File: src/rtl/cbt_pkg.sv
// Shared types and constants for the CAN bit timing state machine.
`timescale 1ns / 1ps
`default_nettype none

package cbt_pkg;

  // Widths of configuration registers and counters
  localparam int unsigned Seg1LenW  = 5;
  localparam int unsigned Seg2LenW  = 4;
  localparam int unsigned JumpW     = 3;
  localparam int unsigned CntW      = 5;
  localparam int unsigned SegCodeW  = 2;
  localparam int unsigned CfgIdxW   = 2;
  localparam int unsigned CfgDataW  = 5;

  // Configuration register indexes
  localparam logic [CfgIdxW-1:0] CFG_SEG1_LEN   = 2'd0;
  localparam logic [CfgIdxW-1:0] CFG_SEG2_LEN   = 2'd1;
  localparam logic [CfgIdxW-1:0] CFG_JUMP_WIDTH = 2'd2;

  // Reset values of the configuration registers
  localparam logic [Seg1LenW-1:0] SEG1_LEN_RST   = 5'd8;
  localparam logic [Seg2LenW-1:0] SEG2_LEN_RST   = 4'd7;
  localparam logic [JumpW-1:0]    JUMP_WIDTH_RST = 3'd1;

  // Segment codes as reported on the result word
  localparam logic [SegCodeW-1:0] SEG_SYNC   = 2'd0;
  localparam logic [SegCodeW-1:0] SEG_PSEG1  = 2'd1;
  localparam logic [SegCodeW-1:0] SEG_PSEG2  = 2'd2;
  localparam logic [SegCodeW-1:0] SEG_EXTEND = 2'd3;

  // Bit timing phase, one-hot
  typedef enum logic [3:0] {
    PH_SYNC   = 4'b0001,
    PH_PSEG1  = 4'b0010,
    PH_PSEG2  = 4'b0100,
    PH_EXTEND = 4'b1000
  } phase_e;

  typedef struct packed {
    logic [Seg1LenW-1:0] seg1_len;
    logic [Seg2LenW-1:0] seg2_len;
    logic [JumpW-1:0]    jump_width;
  } cfg_t;

  typedef struct packed {
    phase_e          phase;
    logic [CntW-1:0] seg1_count;
    logic [CntW-1:0] seg2_count;
    logic [CntW-1:0] extend_left;
    logic            resync_pending;
    logic            hard_pending;
  } state_t;

  typedef struct packed {
    logic                sample_point;
    logic                write_point;
    logic [SegCodeW-1:0] segment;
  } result_t;

endpackage

`default_nettype wire

File: src/rtl/can_bit_timing_fsm_top.sv
// Top level of the CAN bit timing state machine: registers, handshakes, config.
//
// Usage: each input word is one time-quantum tick carrying edge_seen_i and
// hard_request_i. It is taken when in_valid_i and in_ready_o are both high.
// For every tick exactly one result word comes out (sample_point_o,
// write_point_o, segment_o), taken when out_valid_o and out_ready_i are high.
// Pipeline: a tick is held in the input register, the segment logic steps it
// into the result register, and its result is offered from there. Throughput:
// one tick per clock while out_ready_i is high; the single segment step between
// the input and result registers sets that figure.
// Stall: while a result waits, one more tick can be held in the input
// register; in_ready_o drops only when both registers are full.
// Configuration: cfg_we_i writes cfg_wdata_i into register cfg_idx_i
// (0 seg1_len, 1 seg2_len, 2 jump_width) at once; write only when idle.
// Reset: rst_ni clears both registers' valid flags, puts the machine in the
// sync segment with zero counters, and loads the default timing.
`timescale 1ns / 1ps
`default_nettype none

module can_bit_timing_fsm_top (
  input  wire                           clk_i,
  input  wire                           rst_ni,
  input  wire                           cfg_we_i,
  input  wire [cbt_pkg::CfgIdxW-1:0]    cfg_idx_i,
  input  wire [cbt_pkg::CfgDataW-1:0]   cfg_wdata_i,
  input  wire                           in_valid_i,
  output logic                          in_ready_o,
  input  wire                           edge_seen_i,
  input  wire                           hard_request_i,
  output logic                          out_valid_o,
  input  wire                           out_ready_i,
  output logic                          sample_point_o,
  output logic                          write_point_o,
  output logic [cbt_pkg::SegCodeW-1:0]  segment_o
);

  cbt_pkg::cfg_t    cfg_q;
  cbt_pkg::state_t  state_q;
  cbt_pkg::state_t  state_d;
  cbt_pkg::result_t res_d;
  cbt_pkg::result_t res_q;
  logic             in_valid_q;
  logic             edge_q;
  logic             hard_q;
  logic             out_valid_q;
  logic             step_fire;
  logic             in_fire;

  assign step_fire  = in_valid_q & (~out_valid_q | out_ready_i);
  assign in_ready_o = ~in_valid_q | step_fire;
  assign in_fire    = in_valid_i & in_ready_o;

  // Configuration registers
  always_ff @(posedge clk_i or negedge rst_ni) begin
    if (!rst_ni) begin
      cfg_q.seg1_len   <= cbt_pkg::SEG1_LEN_RST;
      cfg_q.seg2_len   <= cbt_pkg::SEG2_LEN_RST;
      cfg_q.jump_width <= cbt_pkg::JUMP_WIDTH_RST;
    end else if (cfg_we_i) begin
      case (cfg_idx_i)
        cbt_pkg::CFG_SEG1_LEN:   cfg_q.seg1_len   <= cfg_wdata_i[cbt_pkg::Seg1LenW-1:0];
        cbt_pkg::CFG_SEG2_LEN:   cfg_q.seg2_len   <= cfg_wdata_i[cbt_pkg::Seg2LenW-1:0];
        cbt_pkg::CFG_JUMP_WIDTH: cfg_q.jump_width <= cfg_wdata_i[cbt_pkg::JumpW-1:0];
        default: ;
      endcase
    end
  end

  // Input register valid
  always_ff @(posedge clk_i or negedge rst_ni) begin
    if (!rst_ni) begin
      in_valid_q <= 1'b0;
    end else if (in_ready_o) begin
      in_valid_q <= in_valid_i;
    end
  end

  // Input register payload
  always_ff @(posedge clk_i) begin
    if (in_fire) begin
      edge_q <= edge_seen_i;
      hard_q <= hard_request_i;
    end
  end

  cbt_step u_step (
    .cfg_i          (cfg_q),
    .state_i        (state_q),
    .edge_seen_i    (edge_q),
    .hard_request_i (hard_q),
    .state_o        (state_d),
    .result_o       (res_d)
  );

  // Timing state
  always_ff @(posedge clk_i or negedge rst_ni) begin
    if (!rst_ni) begin
      state_q.phase          <= cbt_pkg::PH_SYNC;
      state_q.seg1_count     <= '0;
      state_q.seg2_count     <= '0;
      state_q.extend_left    <= '0;
      state_q.resync_pending <= 1'b0;
      state_q.hard_pending   <= 1'b0;
    end else if (step_fire) begin
      state_q <= state_d;
    end
  end

  // Result register valid
  always_ff @(posedge clk_i or negedge rst_ni) begin
    if (!rst_ni) begin
      out_valid_q <= 1'b0;
    end else if (step_fire) begin
      out_valid_q <= 1'b1;
    end else if (out_ready_i) begin
      out_valid_q <= 1'b0;
    end
  end

  // Result register payload
  always_ff @(posedge clk_i) begin
    if (step_fire) begin
      res_q <= res_d;
    end
  end

  assign out_valid_o    = out_valid_q;
  assign sample_point_o = res_q.sample_point;
  assign write_point_o  = res_q.write_point;
  assign segment_o      = res_q.segment;

  // Sample and write points never share a tick
  a_no_sample_and_write: assert property (@(posedge clk_i) disable iff (!rst_ni)
    out_valid_o |-> !(sample_point_o && write_point_o))
    else $error("sample and write point on one tick");

  // Sample point always hands over to phase segment two
  a_sample_to_pseg2: assert property (@(posedge clk_i) disable iff (!rst_ni)
    (out_valid_o && sample_point_o) |-> (segment_o == cbt_pkg::SEG_PSEG2))
    else $error("sample point not followed by phase segment two");

  // Write point always ends the bit
  a_write_to_sync: assert property (@(posedge clk_i) disable iff (!rst_ni)
    (out_valid_o && write_point_o) |-> (segment_o == cbt_pkg::SEG_SYNC))
    else $error("write point not followed by sync segment");

  // Input side stalls only when both registers are full and output is blocked
  a_stall_cause: assert property (@(posedge clk_i) disable iff (!rst_ni)
    !in_ready_o |-> (in_valid_q && out_valid_q && !out_ready_i))
    else $error("input stalled without a full pipeline");

endmodule

`default_nettype wire

File: src/rtl/cbt_step.sv
// Next-state and result logic for one time-quantum tick.
`timescale 1ns / 1ps
`default_nettype none

module cbt_step (
  input  var cbt_pkg::cfg_t    cfg_i,
  input  var cbt_pkg::state_t  state_i,
  input  wire                  edge_seen_i,
  input  wire                  hard_request_i,
  output cbt_pkg::state_t      state_o,
  output cbt_pkg::result_t     result_o
);

  logic                       resync;
  logic                       hard;
  logic [cbt_pkg::CntW-1:0]   cnt1_inc;
  logic [cbt_pkg::CntW-1:0]   cnt2_inc;
  logic [cbt_pkg::CntW-1:0]   ext_dec;
  logic signed [cbt_pkg::CntW:0] rem1;
  logic signed [cbt_pkg::CntW:0] rem2;
  logic signed [cbt_pkg::CntW:0] jw_s;
  logic [cbt_pkg::CntW-1:0]   jw_cnt;

  // Pending flags latch before stepping
  assign resync   = state_i.resync_pending | edge_seen_i;
  assign hard     = state_i.hard_pending | hard_request_i;
  assign cnt1_inc = state_i.seg1_count + cbt_pkg::CntW'(1'b1);
  assign cnt2_inc = state_i.seg2_count + cbt_pkg::CntW'(1'b1);
  assign ext_dec  = state_i.extend_left - cbt_pkg::CntW'(1'b1);
  assign jw_cnt   = {2'b00, cfg_i.jump_width};
  assign jw_s     = $signed({1'b0, jw_cnt});
  // Remaining length, signed
  assign rem1 = $signed({1'b0, cfg_i.seg1_len}) - $signed({1'b0, cnt1_inc});
  assign rem2 = $signed({2'b00, cfg_i.seg2_len}) - $signed({1'b0, cnt2_inc});

  // Segment step and segment code after the step
  always_comb begin
    state_o                = state_i;
    state_o.resync_pending = resync;
    state_o.hard_pending   = hard;
    result_o.sample_point  = 1'b0;
    result_o.write_point   = 1'b0;
    case (state_i.phase)
      cbt_pkg::PH_SYNC: begin
        if (hard) begin
          state_o.seg1_count   = '0;
          state_o.seg2_count   = '0;
          state_o.hard_pending = 1'b0;
        end
        state_o.resync_pending = 1'b0;
        state_o.phase          = cbt_pkg::PH_PSEG1;
      end
      cbt_pkg::PH_PSEG1: begin
        state_o.seg1_count = cnt1_inc;
        if (cnt1_inc == cfg_i.seg1_len) begin
          state_o.seg1_count    = '0;
          result_o.sample_point = 1'b1;
          state_o.phase         = cbt_pkg::PH_PSEG2;
        end else if (resync) begin
          state_o.resync_pending = 1'b0;
          state_o.extend_left    = (rem1 < jw_s) ? jw_cnt : rem1[cbt_pkg::CntW-1:0];
          state_o.seg1_count     = '0;
          state_o.phase          = cbt_pkg::PH_EXTEND;
        end
      end
      cbt_pkg::PH_EXTEND: begin
        state_o.extend_left    = ext_dec;
        state_o.resync_pending = 1'b0;
        if (ext_dec == '0) begin
          result_o.sample_point = 1'b1;
          state_o.phase         = cbt_pkg::PH_PSEG2;
        end
      end
      cbt_pkg::PH_PSEG2: begin
        state_o.seg2_count = cnt2_inc;
        if (cnt2_inc >= {1'b0, cfg_i.seg2_len}) begin
          state_o.seg2_count   = '0;
          result_o.write_point = 1'b1;
          state_o.phase        = cbt_pkg::PH_SYNC;
        end else if (resync) begin
          state_o.resync_pending = 1'b0;
          if (rem2 < jw_s) begin
            // push the counter ahead by the jump width
            state_o.seg2_count = cnt2_inc + jw_cnt;
          end else begin
            state_o.seg2_count   = '0;
            result_o.write_point = 1'b1;
            state_o.phase        = cbt_pkg::PH_SYNC;
          end
        end
      end
      default: begin
        state_o.phase = cbt_pkg::PH_SYNC;
      end
    endcase
    case (state_o.phase)
      cbt_pkg::PH_SYNC:   result_o.segment = cbt_pkg::SEG_SYNC;
      cbt_pkg::PH_PSEG1:  result_o.segment = cbt_pkg::SEG_PSEG1;
      cbt_pkg::PH_PSEG2:  result_o.segment = cbt_pkg::SEG_PSEG2;
      cbt_pkg::PH_EXTEND: result_o.segment = cbt_pkg::SEG_EXTEND;
      default:            result_o.segment = cbt_pkg::SEG_SYNC;
    endcase
  end

endmodule

`default_nettype wire
File: config.mk
export PLATFORM = sky130hd
export DESIGN_NAME = can_bit_timing_fsm_top
export DESIGN_NICKNAME = d
export VERILOG_FILES = /design/src/rtl/cbt_pkg.sv /design/src/rtl/can_bit_timing_fsm_top.sv /design/src/rtl/cbt_step.sv
export SDC_FILE = /design/constraint.sdc
export NUM_CORES = 1
export LEC_CHECK = 0
export BUFFER_PORTS_ARGS = -buffer_cell sky130_fd_sc_hd__buf_2
export CAP_MARGIN = 20
export CORE_UTILIZATION = 50
export CTS_CLUSTER_SIZE = 25
export DETAILED_ROUTE_END_ITERATION = 6
export PLACE_DENSITY = 0.68
export REMOVE_ABC_BUFFERS = 1
export SETUP_SLACK_MARGIN = 0.05
export SYNTH_ARGS = -nofsm -noshare
export SYNTH_HDL_FRONTEND = slang
export SYNTH_SLANG_ARGS = --single-unit
File: constraint.sdc
create_clock -name clk_i -period 3.37 [get_ports clk_i]
set_clock_uncertainty 0.1 [all_clocks]
set_input_delay 0.5055 -clock clk_i [delete_from_list [all_inputs] [get_ports clk_i]]
set_output_delay 0.5055 -clock clk_i [all_outputs]
set_load 0.05 [all_outputs]
==> out/metrics.cfg <==
[run_status]
status = completed

[clock_tree]
h-tree-depth = 2
clock_latency_ps = 300
cts-buffers-inserted = 5
cts_resized = 0
ctsHoldBuffers = 0
cts_sinks = 41
root_buffer = clkbuf_8
clockBufferDepth = 2
postCtsSetupBuffers = 0
cts_tree = built
clk_pin_slew_ps = 90

[detailed_routing]
wl_per_cell_um = 14.8
via_count = 2117
drc_errors = 0
drtAntennaViolNets = 0
wl_mm = 5.59
viasPerCell = 5.62
drtIter0Drc = 130
dr.pass1.iters = 4

[pwr]
p_total_w = 0.00217
power_density_nw_per_um2 = 717
p_int_w = 0.00128
p_sw_share_pct = 40.8
switching_power_w = 0.000884
p_seq_share_pct = 35.7
leakage_nw = 1.28
irDropWorstVdd_mv = 0.339
pwr-share-clk_pct = 18.1
power.share.combinational_pct = 46.2

[floorplanning]
io_pins = 20
coreArea_um2 = 5200
initial_core_util_pct = 53.1
die_w_um = 76.4
die_height_um = 76.4
die_area_um2 = 5830
rows = 26

[sta]
finalMaxSlewViolations = 0
finalSetupViolCount = 0
layout_min_cycle_time_ps = 3130
slew_headroom_pct = 45.9
worst_pin_slew_ps = 811
period_share_pct = 92.9
final.setup.tns_ps = 0
rsz0062_at_grt = no
hold_violations = 0
max_freq_mhz = 319

[grt]
grt_overflow = 0
grt_start_max_net_pins = 36
grt_antenna_before_repair = 0
grt_first_pass_wirelength_mm = 9.69
grt_pass1_vias = 2032
track_usage_pct = 20.9

[logic_synthesis]
yosysTopAreaCellShare_pct = 26.3
yosys.area.top_type = dfrtp_1
synthCells = 286
yosysUniqueCellTypes = 60
synthTopCellsByCount = dfrtp_1 (29), nand2_1 (25), inv_1 (21), nor2_1 (21), o21ai_0 (20)
synth.area.top_cells = dfrtp_1 (26%), ha_1 (8.6%), edfxtp_1 (6.5%)
synth-seq-cells = 41
synth-edff-count = 6
synth_seq_area_share_pct = 38.5
async_flop_share_pct = 85.4
yosysWarnings = 0
synth.most_common_cell = dfrtp_1
syn_area_um2 = 2760
ys.flop_type = dfrtp_1
avgSynthCellArea_um2 = 9.66

[place]
place_congestion = 0.783
portBuffers = 19
place_inst = 369
dp_hpwl_mm = 4.27

[final_layout]
area_delta_synth_final_pct = 9.33
diodes = 0
nets = 342
layout-drive-gt1-share_pct = 18.9
final_cells = 377

[setup_path]
path_class = flip-flop to flip-flop
worst_path_most_repeated_cell = ha_1
cp_cell_sequence = ha_1 > fa_1 > inv_1 > ha_1 > a21boi_0 > o21a_1 > o32ai_1 > a221oi_2 > o31ai_1 > nand2b_1 > a21oi_1
cp_max_fo = 5
cp_slowest_cell = fa_1
cp.arrival_ps = 3080
rr_worst_depth = 11
max_stage_delay_ps = 520
cp-end-kind = flip-flop
worstSetupStartpointType = flip-flop
required_ps = 3320

[job]
maxCapViolCount = 0

[hold_path]
hold_path.class = input pin to async pin

[flip-flops by register name, indices dropped and copies added, names as in the netlist]
| register | flops |
|---|---|
| sample_point_o | 1 |
| hard_q | 1 |
| segment_o | 2 |
| write_point_o | 1 |
| cfg_q | 12 |
| out_valid_o | 1 |
| state_q | 21 |
| edge_q | 1 |
| in_valid_q | 1 |
[cells by family after synthesis]
family / count (synthesis) / synth area share (%)
AND/OR/NAND/NOR: 96 / 19.0
AO/OA/AOI/OAI: 72 / 17.5
flip-flops: 41 / 38.5
buffers and inverters: 27 / 4.03
adder cells (fa/ha/maj): 22 / 10.8
XOR/XNOR: 15 / 5.03
multiplexers: 13 / 5.16
[cell type report]
class,instances,area [µm²]
Inverter,21,78.8
Fill cell,481,2180
Timing Repair Buffer,19,95.1
Clock buffer,6,72.6
Sequential cell,41,1060
Multi-Input combinational cell,218,1590
Clock inverter,2,35.0
Tap cell,70,87.6
[worst max-delay path: cells and delay by family, from the launching register on]
| kind | cells | cell delay [ps] |
|---|---|---|
| adder cells (fa/ha/maj) | 3 | 1170 |
| AO/OA/AOI/OAI | 6 | 1050 |
| buffers and inverters | 1 | 40 |
| flip-flops | 1 | 440 |
| AND/OR/NAND/NOR | 1 | 100 |
[final timing paths]
check,slack [ps],from,end
min in group clk_i,280,edge_seen_i,edge_q
max in group asynchronous,2450,rst_ni,state_q[16]
min,190,rst_ni,state_q[11]
max,240,state_q[7],segment_o[1]
max reg2reg,240,state_q[7],segment_o[1]
min reg2reg,410,state_q[16],state_q[16]
[power groups by stage]
stage                     Combinational [W]  Clock [W]  Sequential (W)
after floorplan                    0.000776          0        0.000778
after global placement             0.000974          0        0.000775
after detailed placement           0.000998          0        0.000779
after CTS                           0.00100   0.000403        0.000771
after global routing                0.00113   0.000418        0.000791
final                              0.000999   0.000393        0.000773
[per-layer routing]
metal  share of wire, %  global-route usage [%]
met5                  0                       0
met4                1.0                    5.19
met3                3.1                    3.23
met2                 47                    32.8
met1                 49                    30.1
[per-stage QoR]
step / utilization [%] / setup WS, ps / hold WS (ps) / area (µm²)
after floorplan: - / 467 / 110 / 2730
after global routing: 58.1 / 88.8 / 253 / 3020
after detailed placement: 56.0 / 270 / 402 / 2910
after CTS: 58.1 / 238 / 213 / 3020
after global placement: 56.0 / 341 / 382 / 2910
final: 58.1 / 240 / 190 / 3020
[cell usage in the layout, fill, tap and decap left out, types with 10 or more instances in the layout]
master | Yosys | routed
inv_1 | 21 | 21
a21oi_1 | 15 | 15
buf_2 | 2 | 19
nand2_1 | 25 | 25
nor2_1 | 21 | 21
o21ai_0 | 20 | 20
ha_1 | 19 | 19
nor3_1 | 10 | 10
mux2_2 | 10 | 10
dfrtp_1 | 29 | 29
No activity file was read; power rests on OpenSTA's default activity.
